<file path="src/design/dpsm_pkg.sv">
// Shared types and constants for the delimiter pair sequence matcher.
package dpsm_pkg;

    localparam int RULES_HW = 4;
    localparam int RULE_IDX_W = 2;
    localparam int PATTERN_W = 64;
    localparam int PAIR_CNT_W = 3;
    localparam int OUT_DATA_W = 24;

    typedef struct packed {
        logic       found;
        logic [2:0] slot;
        logic [5:0] start;
        logic [6:0] length;
    } t_match;

    typedef struct packed {
        logic [2:0]                            rules_on;
        logic [RULES_HW-1:0][PATTERN_W-1:0]    pattern;
        logic [RULES_HW*PAIR_CNT_W-1:0]        pair_counts;
    } t_cfg;

    typedef struct packed {
        logic       scan_start;
        logic       advance;
        logic       last;
        logic       slot_ok;
        logic [2:0] slot;
        logic [7:0] char_value;
    } t_rule_ctrl;

endpackage

</file>
<file path="src/design/delimiter_pair_sequence_matcher.sv">
// Top level of the delimiter pair sequence matcher.
// Slot strings enter on the s_axis channel, one byte per beat: tdata carries
// the byte, tuser carries the scan start flag and the slot number, and tlast
// marks the final byte of a slot string. A zero byte ends the string early.
// Each beat is absorbed in the cycle it is accepted; a beat that ends a string
// takes a snapshot of the stored match of every active rule.
// The m_axis channel then sends one beat per active rule, rule 0 first, with
// tlast on the final rule. The snapshot is held in the snapshot register and
// then loaded into the serializer, which sends one beat per cycle while the
// receiver is ready. Bytes are taken every cycle while no snapshot waits. One
// snapshot can wait while another is being sent; while it waits and the
// serializer is still busy, s_axis_tready drops until the serializer picks it
// up, so a long receiver stall holds back the input.
// Registers are written through the APB port at byte address 8 times their
// index and should only change while the block is idle.
// Reset clears the registers, all rule state and any pending report.
module delimiter_pair_sequence_matcher #(
    parameter int SLOT_COUNT     = 8,
    parameter int SLOT_BYTES     = 64,
    parameter int RULE_COUNT_MAX = 4,
    parameter int PAIRS_MAX      = 4
) (
    input  logic        i_clk,
    input  logic        i_rst_n,
    input  logic        s_axis_tvalid,
    output logic        s_axis_tready,
    input  logic [7:0]  s_axis_tdata,   // char_value
    input  logic [3:0]  s_axis_tuser,   // scan_start, slot_index[2:0]
    input  logic        s_axis_tlast,
    output logic        m_axis_tvalid,
    input  logic        m_axis_tready,
    output logic [23:0] m_axis_tdata,   // rule_id[1:0], found, match_slot[2:0],
                                        // match_start[5:0], match_length[6:0], zero pad
    output logic        m_axis_tlast,
    input  logic        psel,
    input  logic        penable,
    input  logic        pwrite,
    input  logic [5:0]  paddr,
    input  logic [63:0] pwdata,
    output logic [63:0] prdata,
    output logic        pready
);

    localparam int POS_W = $clog2(SLOT_BYTES + 1);

    dpsm_pkg::t_cfg       w_cfg;
    logic [POS_W-1:0]     r_pos, n_pos, w_pos_eff;
    logic                 r_ended, n_ended, w_ended_eff;
    logic                 w_accept, w_step_ok, w_report, w_push;
    logic [2:0]           w_nr;
    logic [7:0]           w_char;
    logic                 w_sc;
    logic [2:0]           w_slot;
    logic                 w_full;
    dpsm_pkg::t_match     w_match [dpsm_pkg::RULES_HW];

    dpsm_cfg_regs u_cfg (
        .i_clk   (i_clk),
        .i_rst_n (i_rst_n),
        .psel    (psel),
        .penable (penable),
        .pwrite  (pwrite),
        .paddr   (paddr),
        .pwdata  (pwdata),
        .prdata  (prdata),
        .pready  (pready),
        .o_cfg   (w_cfg)
    );

    assign w_char      = s_axis_tdata;
    assign w_sc        = s_axis_tuser[0];
    assign w_slot      = s_axis_tuser[3:1];
    assign w_accept    = s_axis_tvalid && s_axis_tready;
    assign w_nr        = (w_cfg.rules_on > 3'(RULE_COUNT_MAX)) ? 3'(RULE_COUNT_MAX)
                                                               : w_cfg.rules_on;
    assign w_ended_eff = w_sc ? 1'b0 : r_ended;
    assign w_pos_eff   = w_sc ? '0 : r_pos;
    assign w_step_ok   = !w_ended_eff && (w_char != 8'd0) && (w_pos_eff < POS_W'(SLOT_BYTES));
    assign w_report    = w_accept && !w_ended_eff && ((w_char == 8'd0) || s_axis_tlast);
    assign w_push      = w_report && (w_nr != 3'd0);

    always_comb begin
        n_pos   = r_pos;
        n_ended = r_ended;
        if (w_accept) begin
            n_pos   = w_step_ok ? w_pos_eff + POS_W'(1) : w_pos_eff;
            n_ended = w_ended_eff || (w_char == 8'd0);
            if (s_axis_tlast) begin
                n_pos   = '0;
                n_ended = 1'b0;
            end
        end
    end

    always_ff @(posedge i_clk) begin
        if (!i_rst_n) begin
            r_pos   <= '0;
            r_ended <= 1'b0;
        end else begin
            r_pos   <= n_pos;
            r_ended <= n_ended;
        end
    end

    for (genvar g = 0; g < dpsm_pkg::RULES_HW; g++) begin : g_rule
        dpsm_pkg::t_rule_ctrl w_ctrl;

        assign w_ctrl.scan_start = w_accept && w_sc;
        assign w_ctrl.advance    = w_accept && w_step_ok && (3'(g) < w_nr);
        assign w_ctrl.last       = w_accept && s_axis_tlast;
        assign w_ctrl.slot_ok    = 7'(w_slot) < 7'(SLOT_COUNT);
        assign w_ctrl.slot       = w_slot;
        assign w_ctrl.char_value = w_char;

        dpsm_rule_unit #(
            .PAIRS_MAX (PAIRS_MAX),
            .POS_W     (POS_W)
        ) u_rule (
            .i_clk        (i_clk),
            .i_rst_n      (i_rst_n),
            .i_ctrl       (w_ctrl),
            .i_pos        (w_pos_eff),
            .i_pattern    (w_cfg.pattern[g]),
            .i_pair_count (w_cfg.pair_counts[g*dpsm_pkg::PAIR_CNT_W +: dpsm_pkg::PAIR_CNT_W]),
            .o_match      (w_match[g])
        );
    end

    dpsm_report_queue u_report (
        .i_clk      (i_clk),
        .i_rst_n    (i_rst_n),
        .i_push     (w_push),
        .i_nr       (w_nr),
        .i_match    (w_match),
        .o_full     (w_full),
        .o_m_tvalid (m_axis_tvalid),
        .i_m_tready (m_axis_tready),
        .o_m_tdata  (m_axis_tdata),
        .o_m_tlast  (m_axis_tlast)
    );

    assign s_axis_tready = !w_full;

`ifndef SYNTHESIS
    a_report_follows: assert property (@(posedge i_clk) disable iff (!i_rst_n)
        w_push |-> ##2 m_axis_tvalid)
        else $error("no report beat presented after a string end");

    a_last_rule: assert property (@(posedge i_clk) disable iff (!i_rst_n)
        (m_axis_tvalid && m_axis_tlast) |-> (m_axis_tdata[1:0] == 2'(w_nr - 3'd1)))
        else $error("final report beat is not the last active rule");

    a_pos_range: assert property (@(posedge i_clk) disable iff (!i_rst_n)
        r_pos <= POS_W'(SLOT_BYTES))
        else $error("byte position ran past the slot size");
`endif

endmodule

</file>
<file path="src/design/dpsm_cfg_regs.sv">
// Register file behind the configuration port.
module dpsm_cfg_regs (
    input  logic               i_clk,
    input  logic               i_rst_n,
    input  logic               psel,
    input  logic               penable,
    input  logic               pwrite,
    input  logic [5:0]         paddr,
    input  logic [63:0]        pwdata,
    output logic [63:0]        prdata,
    output logic               pready,
    output dpsm_pkg::t_cfg     o_cfg
);

    typedef enum logic [2:0] {
        REG_RULE_COUNT  = 3'd0,
        REG_PATTERN_0   = 3'd1,
        REG_PATTERN_1   = 3'd2,
        REG_PATTERN_2   = 3'd3,
        REG_PATTERN_3   = 3'd4,
        REG_PAIR_COUNTS = 3'd5
    } t_reg_idx;

    dpsm_pkg::t_cfg r_cfg;
    t_reg_idx       w_idx;
    logic           w_write;

    assign pready  = 1'b1;
    assign w_idx   = t_reg_idx'(paddr[5:3]);
    assign w_write = psel && penable && pwrite;
    assign o_cfg   = r_cfg;

    always_ff @(posedge i_clk) begin
        if (!i_rst_n) begin
            r_cfg <= '0;
        end else if (w_write) begin
            case (w_idx)
                REG_RULE_COUNT:  r_cfg.rules_on    <= pwdata[2:0];
                REG_PATTERN_0:   r_cfg.pattern[0]  <= pwdata;
                REG_PATTERN_1:   r_cfg.pattern[1]  <= pwdata;
                REG_PATTERN_2:   r_cfg.pattern[2]  <= pwdata;
                REG_PATTERN_3:   r_cfg.pattern[3]  <= pwdata;
                REG_PAIR_COUNTS: r_cfg.pair_counts <= pwdata[11:0];
                default: begin
                end
            endcase
        end
    end

    always_comb begin
        case (w_idx)
            REG_RULE_COUNT:  prdata = {61'd0, r_cfg.rules_on};
            REG_PATTERN_0:   prdata = r_cfg.pattern[0];
            REG_PATTERN_1:   prdata = r_cfg.pattern[1];
            REG_PATTERN_2:   prdata = r_cfg.pattern[2];
            REG_PATTERN_3:   prdata = r_cfg.pattern[3];
            REG_PAIR_COUNTS: prdata = {52'd0, r_cfg.pair_counts};
            default:         prdata = '0;
        endcase
    end

endmodule

</file>
<file path="src/design/dpsm_rule_unit.sv">
// Per-rule pair search state and stored first match.
module dpsm_rule_unit #(
    parameter int PAIRS_MAX = 4,
    parameter int POS_W     = 7
) (
    input  logic                      i_clk,
    input  logic                      i_rst_n,
    input  dpsm_pkg::t_rule_ctrl      i_ctrl,
    input  logic [POS_W-1:0]          i_pos,
    input  logic [63:0]               i_pattern,
    input  logic [2:0]                i_pair_count,
    output dpsm_pkg::t_match          o_match
);

    logic [2:0]       r_prog, e_prog, n_prog;
    logic             r_seek, e_seek, n_seek;
    logic [POS_W-1:0] r_cs, e_cs, n_cs;
    dpsm_pkg::t_match r_st, e_st, n_st;
    logic             w_enabled;
    logic [15:0]      w_pair;
    logic [8:0]       w_len;

    always_comb begin
        e_prog = i_ctrl.scan_start ? 3'd0 : r_prog;
        e_seek = i_ctrl.scan_start ? 1'b0 : r_seek;
        e_cs   = i_ctrl.scan_start ? '0 : r_cs;
        e_st   = i_ctrl.scan_start ? '0 : r_st;

        w_enabled = (i_pair_count != 3'd0) && (i_pair_count <= 3'(PAIRS_MAX))
                    && (e_prog < i_pair_count);
        w_pair = i_pattern[{e_prog[1:0], 4'd0} +: 16];
        w_len  = 9'(i_pos) - 9'(e_cs) + 9'd1;

        n_prog = e_prog;
        n_seek = e_seek;
        n_cs   = e_cs;
        n_st   = e_st;

        if (i_ctrl.advance && w_enabled) begin
            if (e_seek) begin
                if (i_ctrl.char_value == w_pair[15:8]) begin
                    n_seek = 1'b0;
                    n_prog = e_prog + 3'd1;
                    if ((e_prog + 3'd1 == i_pair_count) && !e_st.found && i_ctrl.slot_ok) begin
                        n_st.found  = 1'b1;
                        n_st.slot   = i_ctrl.slot;
                        n_st.start  = 6'(e_cs);
                        n_st.length = w_len[6:0];
                    end
                end
            end else if (i_ctrl.char_value == w_pair[7:0]) begin
                n_seek = 1'b1;
                if (e_prog == 3'd0) begin
                    n_cs = i_pos;
                end
            end
        end

        if (i_ctrl.last) begin
            n_prog = 3'd0;
            n_seek = 1'b0;
            n_cs   = '0;
        end
    end

    always_ff @(posedge i_clk) begin
        if (!i_rst_n) begin
            r_prog <= 3'd0;
            r_seek <= 1'b0;
            r_cs   <= '0;
            r_st   <= '0;
        end else begin
            r_prog <= n_prog;
            r_seek <= n_seek;
            r_cs   <= n_cs;
            r_st   <= n_st;
        end
    end

    assign o_match = n_st.found ? n_st : '0;

endmodule

</file>
<file path="src/design/dpsm_report_queue.sv">
// One pending report snapshot and the serializer that sends it beat by beat.
module dpsm_report_queue (
    input  logic                      i_clk,
    input  logic                      i_rst_n,
    input  logic                      i_push,
    input  logic [2:0]                i_nr,
    input  dpsm_pkg::t_match          i_match [dpsm_pkg::RULES_HW],
    output logic                      o_full,
    output logic                      o_m_tvalid,
    input  logic                      i_m_tready,
    output logic [dpsm_pkg::OUT_DATA_W-1:0] o_m_tdata,
    output logic                      o_m_tlast
);

    logic                                r_snap_vld;
    logic [2:0]                          r_snap_nr;
    dpsm_pkg::t_match                    r_snap_match [dpsm_pkg::RULES_HW];
    logic                                r_ser_vld;
    logic [dpsm_pkg::RULE_IDX_W-1:0]     r_ser_idx;
    logic [2:0]                          r_ser_nr;
    dpsm_pkg::t_match                    r_ser_match [dpsm_pkg::RULES_HW];
    logic                                w_take;
    logic                                w_last;
    logic                                w_free;
    logic                                w_load;
    dpsm_pkg::t_match                    w_cur;

    assign w_last = (3'(r_ser_idx) + 3'd1 == r_ser_nr);
    assign w_take = r_ser_vld && i_m_tready;
    assign w_free = !r_ser_vld || (w_take && w_last);
    assign w_load = w_free && r_snap_vld;

    always_ff @(posedge i_clk) begin
        if (!i_rst_n) begin
            r_snap_vld <= 1'b0;
            r_ser_vld  <= 1'b0;
            r_ser_idx  <= '0;
        end else begin
            if (w_free) begin
                r_ser_vld <= r_snap_vld;
                r_ser_idx <= '0;
            end else if (w_take) begin
                r_ser_idx <= r_ser_idx + 2'd1;
            end
            if (i_push) begin
                r_snap_vld <= 1'b1;
            end else if (w_free) begin
                r_snap_vld <= 1'b0;
            end
        end
    end

    always_ff @(posedge i_clk) begin
        if (i_push) begin
            r_snap_nr    <= i_nr;
            r_snap_match <= i_match;
        end
        if (w_load) begin
            r_ser_nr    <= r_snap_nr;
            r_ser_match <= r_snap_match;
        end
    end

    assign w_cur      = r_ser_match[r_ser_idx];
    assign o_full     = r_snap_vld && !w_free;
    assign o_m_tvalid = r_ser_vld;
    assign o_m_tlast  = w_last;
    assign o_m_tdata  = {5'd0, w_cur.length, w_cur.start, w_cur.slot, w_cur.found, r_ser_idx};

endmodule

</file>
<file path="config.mk">
export PLATFORM = sky130hd
export DESIGN_NAME = delimiter_pair_sequence_matcher
export DESIGN_NICKNAME = d
export VERILOG_FILES = /design/src/design/dpsm_pkg.sv /design/src/design/delimiter_pair_sequence_matcher.sv /design/src/design/dpsm_cfg_regs.sv /design/src/design/dpsm_rule_unit.sv /design/src/design/dpsm_report_queue.sv
export SDC_FILE = /design/constraint.sdc
export NUM_CORES = 1
export LEC_CHECK = 0
export ABC_CLOCK_PERIOD_IN_PS = 17850
export BUFFER_PORTS_ARGS = -buffer_cell sky130_fd_sc_hd__buf_2
export CAP_MARGIN = 20
export CORE_MARGIN = 4
export CORE_UTILIZATION = 45
export DETAILED_ROUTE_END_ITERATION = 12
export PLACE_DENSITY = 0.67
export SLEW_MARGIN = 20
export SYNTH_ARGS = -nofsm -noshare
export SYNTH_HDL_FRONTEND = slang
export SYNTH_SLANG_ARGS = --single-unit
</file>
<file path="constraint.sdc">
create_clock -name i_clk -period 17.85 [get_ports i_clk]
set_input_delay 2.6775 -clock i_clk [delete_from_list [all_inputs] [get_ports i_clk]]
set_output_delay 2.6775 -clock i_clk [all_outputs]
set_load 0.005 [all_outputs]
</file>
==> flow_metrics.tcl <==
set metrics [dict create \
    clock_sinks 537 \
    cp_top_family "buffers and inverters" \
    crit_chain "buf_2 > nor3b_2 > buf_4 > buf_4 > a22o_1 > a221o_1 > buf_2" \
    hp-start "u_report.r_snap_match[43]" \
    crit_fanout 46 \
    wire_per_inst_um 27.3 \
    clk_pin_slew_worst_paths_ns 0.05 \
    synth-edff-count 142 \
    drive_gt1_frac 0.124 \
    vdd_drop_max_v 0.0000675 \
    initial_core_util 0.456 \
    status "complete, no violations" \
    synth_area_um2 27000 \
    r2r-start "u_report.r_ser_idx[0]" \
    post_cts_buffers 0 \
    grt_max_degree 124 \
    fin_util 0.511 \
    grt_usage 0.318 \
    htree_levels 2 \
    overflow 0 \
    synth_seq_cells 537 \
    synthDistinctLibCells 86 \
    portBuffers 172 \
    cp_num_buf_inv 4 \
    worstHoldPathType "register to register" \
    drt_iter0_markers 2323 \
    total_power_mw 2.56 \
    fin_cells 3854 \
    fin_tns_setup_ns 0 \
    cts_buffers 57 \
    ios 182 \
    cts_resized 0 \
    core_um2 59200 \
    synth.avg_cell_area_um2 9.09 \
    finalSetupViolCount 0 \
    skew_ns 0.0163 \
    maxSlewViolCount 0 \
    area_growth_pct 12.1 \
    slowest_delay_ns 0.68 \
    netlist_instances 2969 \
    cts_hold_buffers 0 \
    layout.cells.most_common_list "nand2_1 (686), dfxtp_1 (392), a21boi_0 (281)" \
    relSlewSlack 0.214 \
    startpoint "paddr[3]" \
    synth_largest_area_cell "dfxtp_1" \
    die_x_um 253 \
    grt_pass1_wl_um 152000 \
    ant_nets 0 \
    die_h_um 253 \
    yosysWarnings 0 \
    cp_slowest_cell "buf_4" \
    layout_worst_path_cycle_share 0.439 \
    timing.final.ws_setup_ns 10.01 \
    first_global_vias 22500 \
    hold_viol 0 \
    finalHoldWorstSlack_ns 0.416 \
    cp.arrival_ns 5.16 \
    viasPerCell 6.17 \
    synth_flop_cell "dfxtp_1" \
    first_pass_iters 6 \
    clock_latency_ns 0.62 \
    dp_cells 3745 \
    final_common_cell "nand2_1" \
    fmax_mhz 128 \
    placed_area_um2 28400 \
    drc_errors 0 \
    worst-slew-pin-transition_ns 1.17 \
    layout_min_cycle_time_ns 7.84 \
    yosysSeqAreaShare 0.451 \
    vias 23800 \
    routed_wl_um 105000 \
    start_kind "input port" \
    hpwl_um 73700 \
    synth_top_area_share 0.293 \
    floorplan.rows 89 \
    worst_setup_path_end_kind "primary output" \
    layout.nets 3192 \
    place.gp.congestion 1.00 \
    worstPathRequired_ns 15.17 \
    cts_root_buffer "clkbuf_16" \
    antenna_found_initial 4 \
    power_density_nw_per_um2 84.5 \
    p_leak_nw 10.6 \
    synth_async_sr_flop_share 0 \
    die_area_um2 64000 \
    clock_path_buffers 3 \
    fin_area_um2 30300 \
    pre_cts_slack_ns 10.14 \
    drv_cap 0 \
    rsz0062_at_grt "no" \
    yosys-top-cells-area "dfxtp_1 (29%), edfxtp_1 (16%), nand2_1 (9.6%)" \
    crit_type "input port to primary output" \
    cts_tree "built" \
]
==> logic make-up (layout without fill, tap and decap cells) <==
kind of cell | after synthesis | in the layout | share of synthesized area
flops | 537 | 537 | 0.451
other cells | 2 | 8 | 0.000278
buf+inv | 284 | 390 | 0.0420
compound gates | 794 | 794 | 0.217
fa+ha+maj | 70 | 70 | 0.0336
mux | 122 | 122 | 0.0542
simple gates | 1091 | 1091 | 0.179
xor+xnor | 69 | 69 | 0.0224
==> cell usage after synthesis (all sizes together), types with 11 or more instances <==
master,count
buf,52
a31oi,17
and2,28
and3,17
a21oi,91
a221o,61
o21a,11
a22oi,25
mux4,17
o22ai,48
a22o,68
o2bb2ai,11
xnor2,52
ha,66
edfxtp,142
nand2,690
a2bb2oi,12
nand4,19
nand3,68
a21boi,285
nor2,115
o21ai,71
mux2i,81
or3,11
clkbuf,158
mux2,24
dfxtp,395
nor3,39
o221ai,17
nor2b,50
xor2,17
inv,68
nor4,15
==> final cells by class <==
type / count / area, um^2
diodes: 2 / 5.00
clock buffers: 92 / 1720
clock inverters: 14 / 128
fillers: 5487 / 29000
inverters: 74 / 278
multi-input cells: 2152 / 13800
flip-flops and latches: 537 / 12200
well taps: 773 / 967
repair buffers: 210 / 1170
==> registers in the layout, indices dropped and copies added (netlist names) <==
name	cells
r_ended	1
u_report.r_ser_match	68
g_rule.u_rule.r_st	68
g_rule.u_rule.r_seek	4
g_rule.u_rule.r_cs	28
u_report.r_snap_vld	1
u_report.r_ser_idx	2
u_report.o_m_tvalid	1
u_cfg.o_cfg	271
u_report.r_snap_match	68
u_report.r_ser_nr	3
r_pos	7
g_rule.u_rule.r_prog	12
u_report.r_snap_nr	3
==> layer usage <==
metal	part of all wire	global-route usage	up-vias
met4	0.068	0.178	4
met3	0.074	0.0438	262
met1	0.40	0.414	11600
met5	0.00029	0	-
met2	0.46	0.511	1117
li1	-	-	10800
==> path summary, 6_finish.rpt <==
kind                         endpoint  slack (ns)  depth (start not counted)
max                        prdata[39]       10.01                          7
min          u_report.r_ser_match[43]        0.42                          0
max reg2reg  u_report.r_snap_match[4]       12.23                         13
min reg2reg  u_report.r_ser_match[43]        0.42                          0
==> power by group <==
group	switching, mW	internal (mW)	leakage, nW
clock network	0.503	0.675	0.912
logic	0.0869	0.0364	5.16
registers	0.00633	1.25	4.57
No activity file was read; power rests on OpenSTA's default activity.
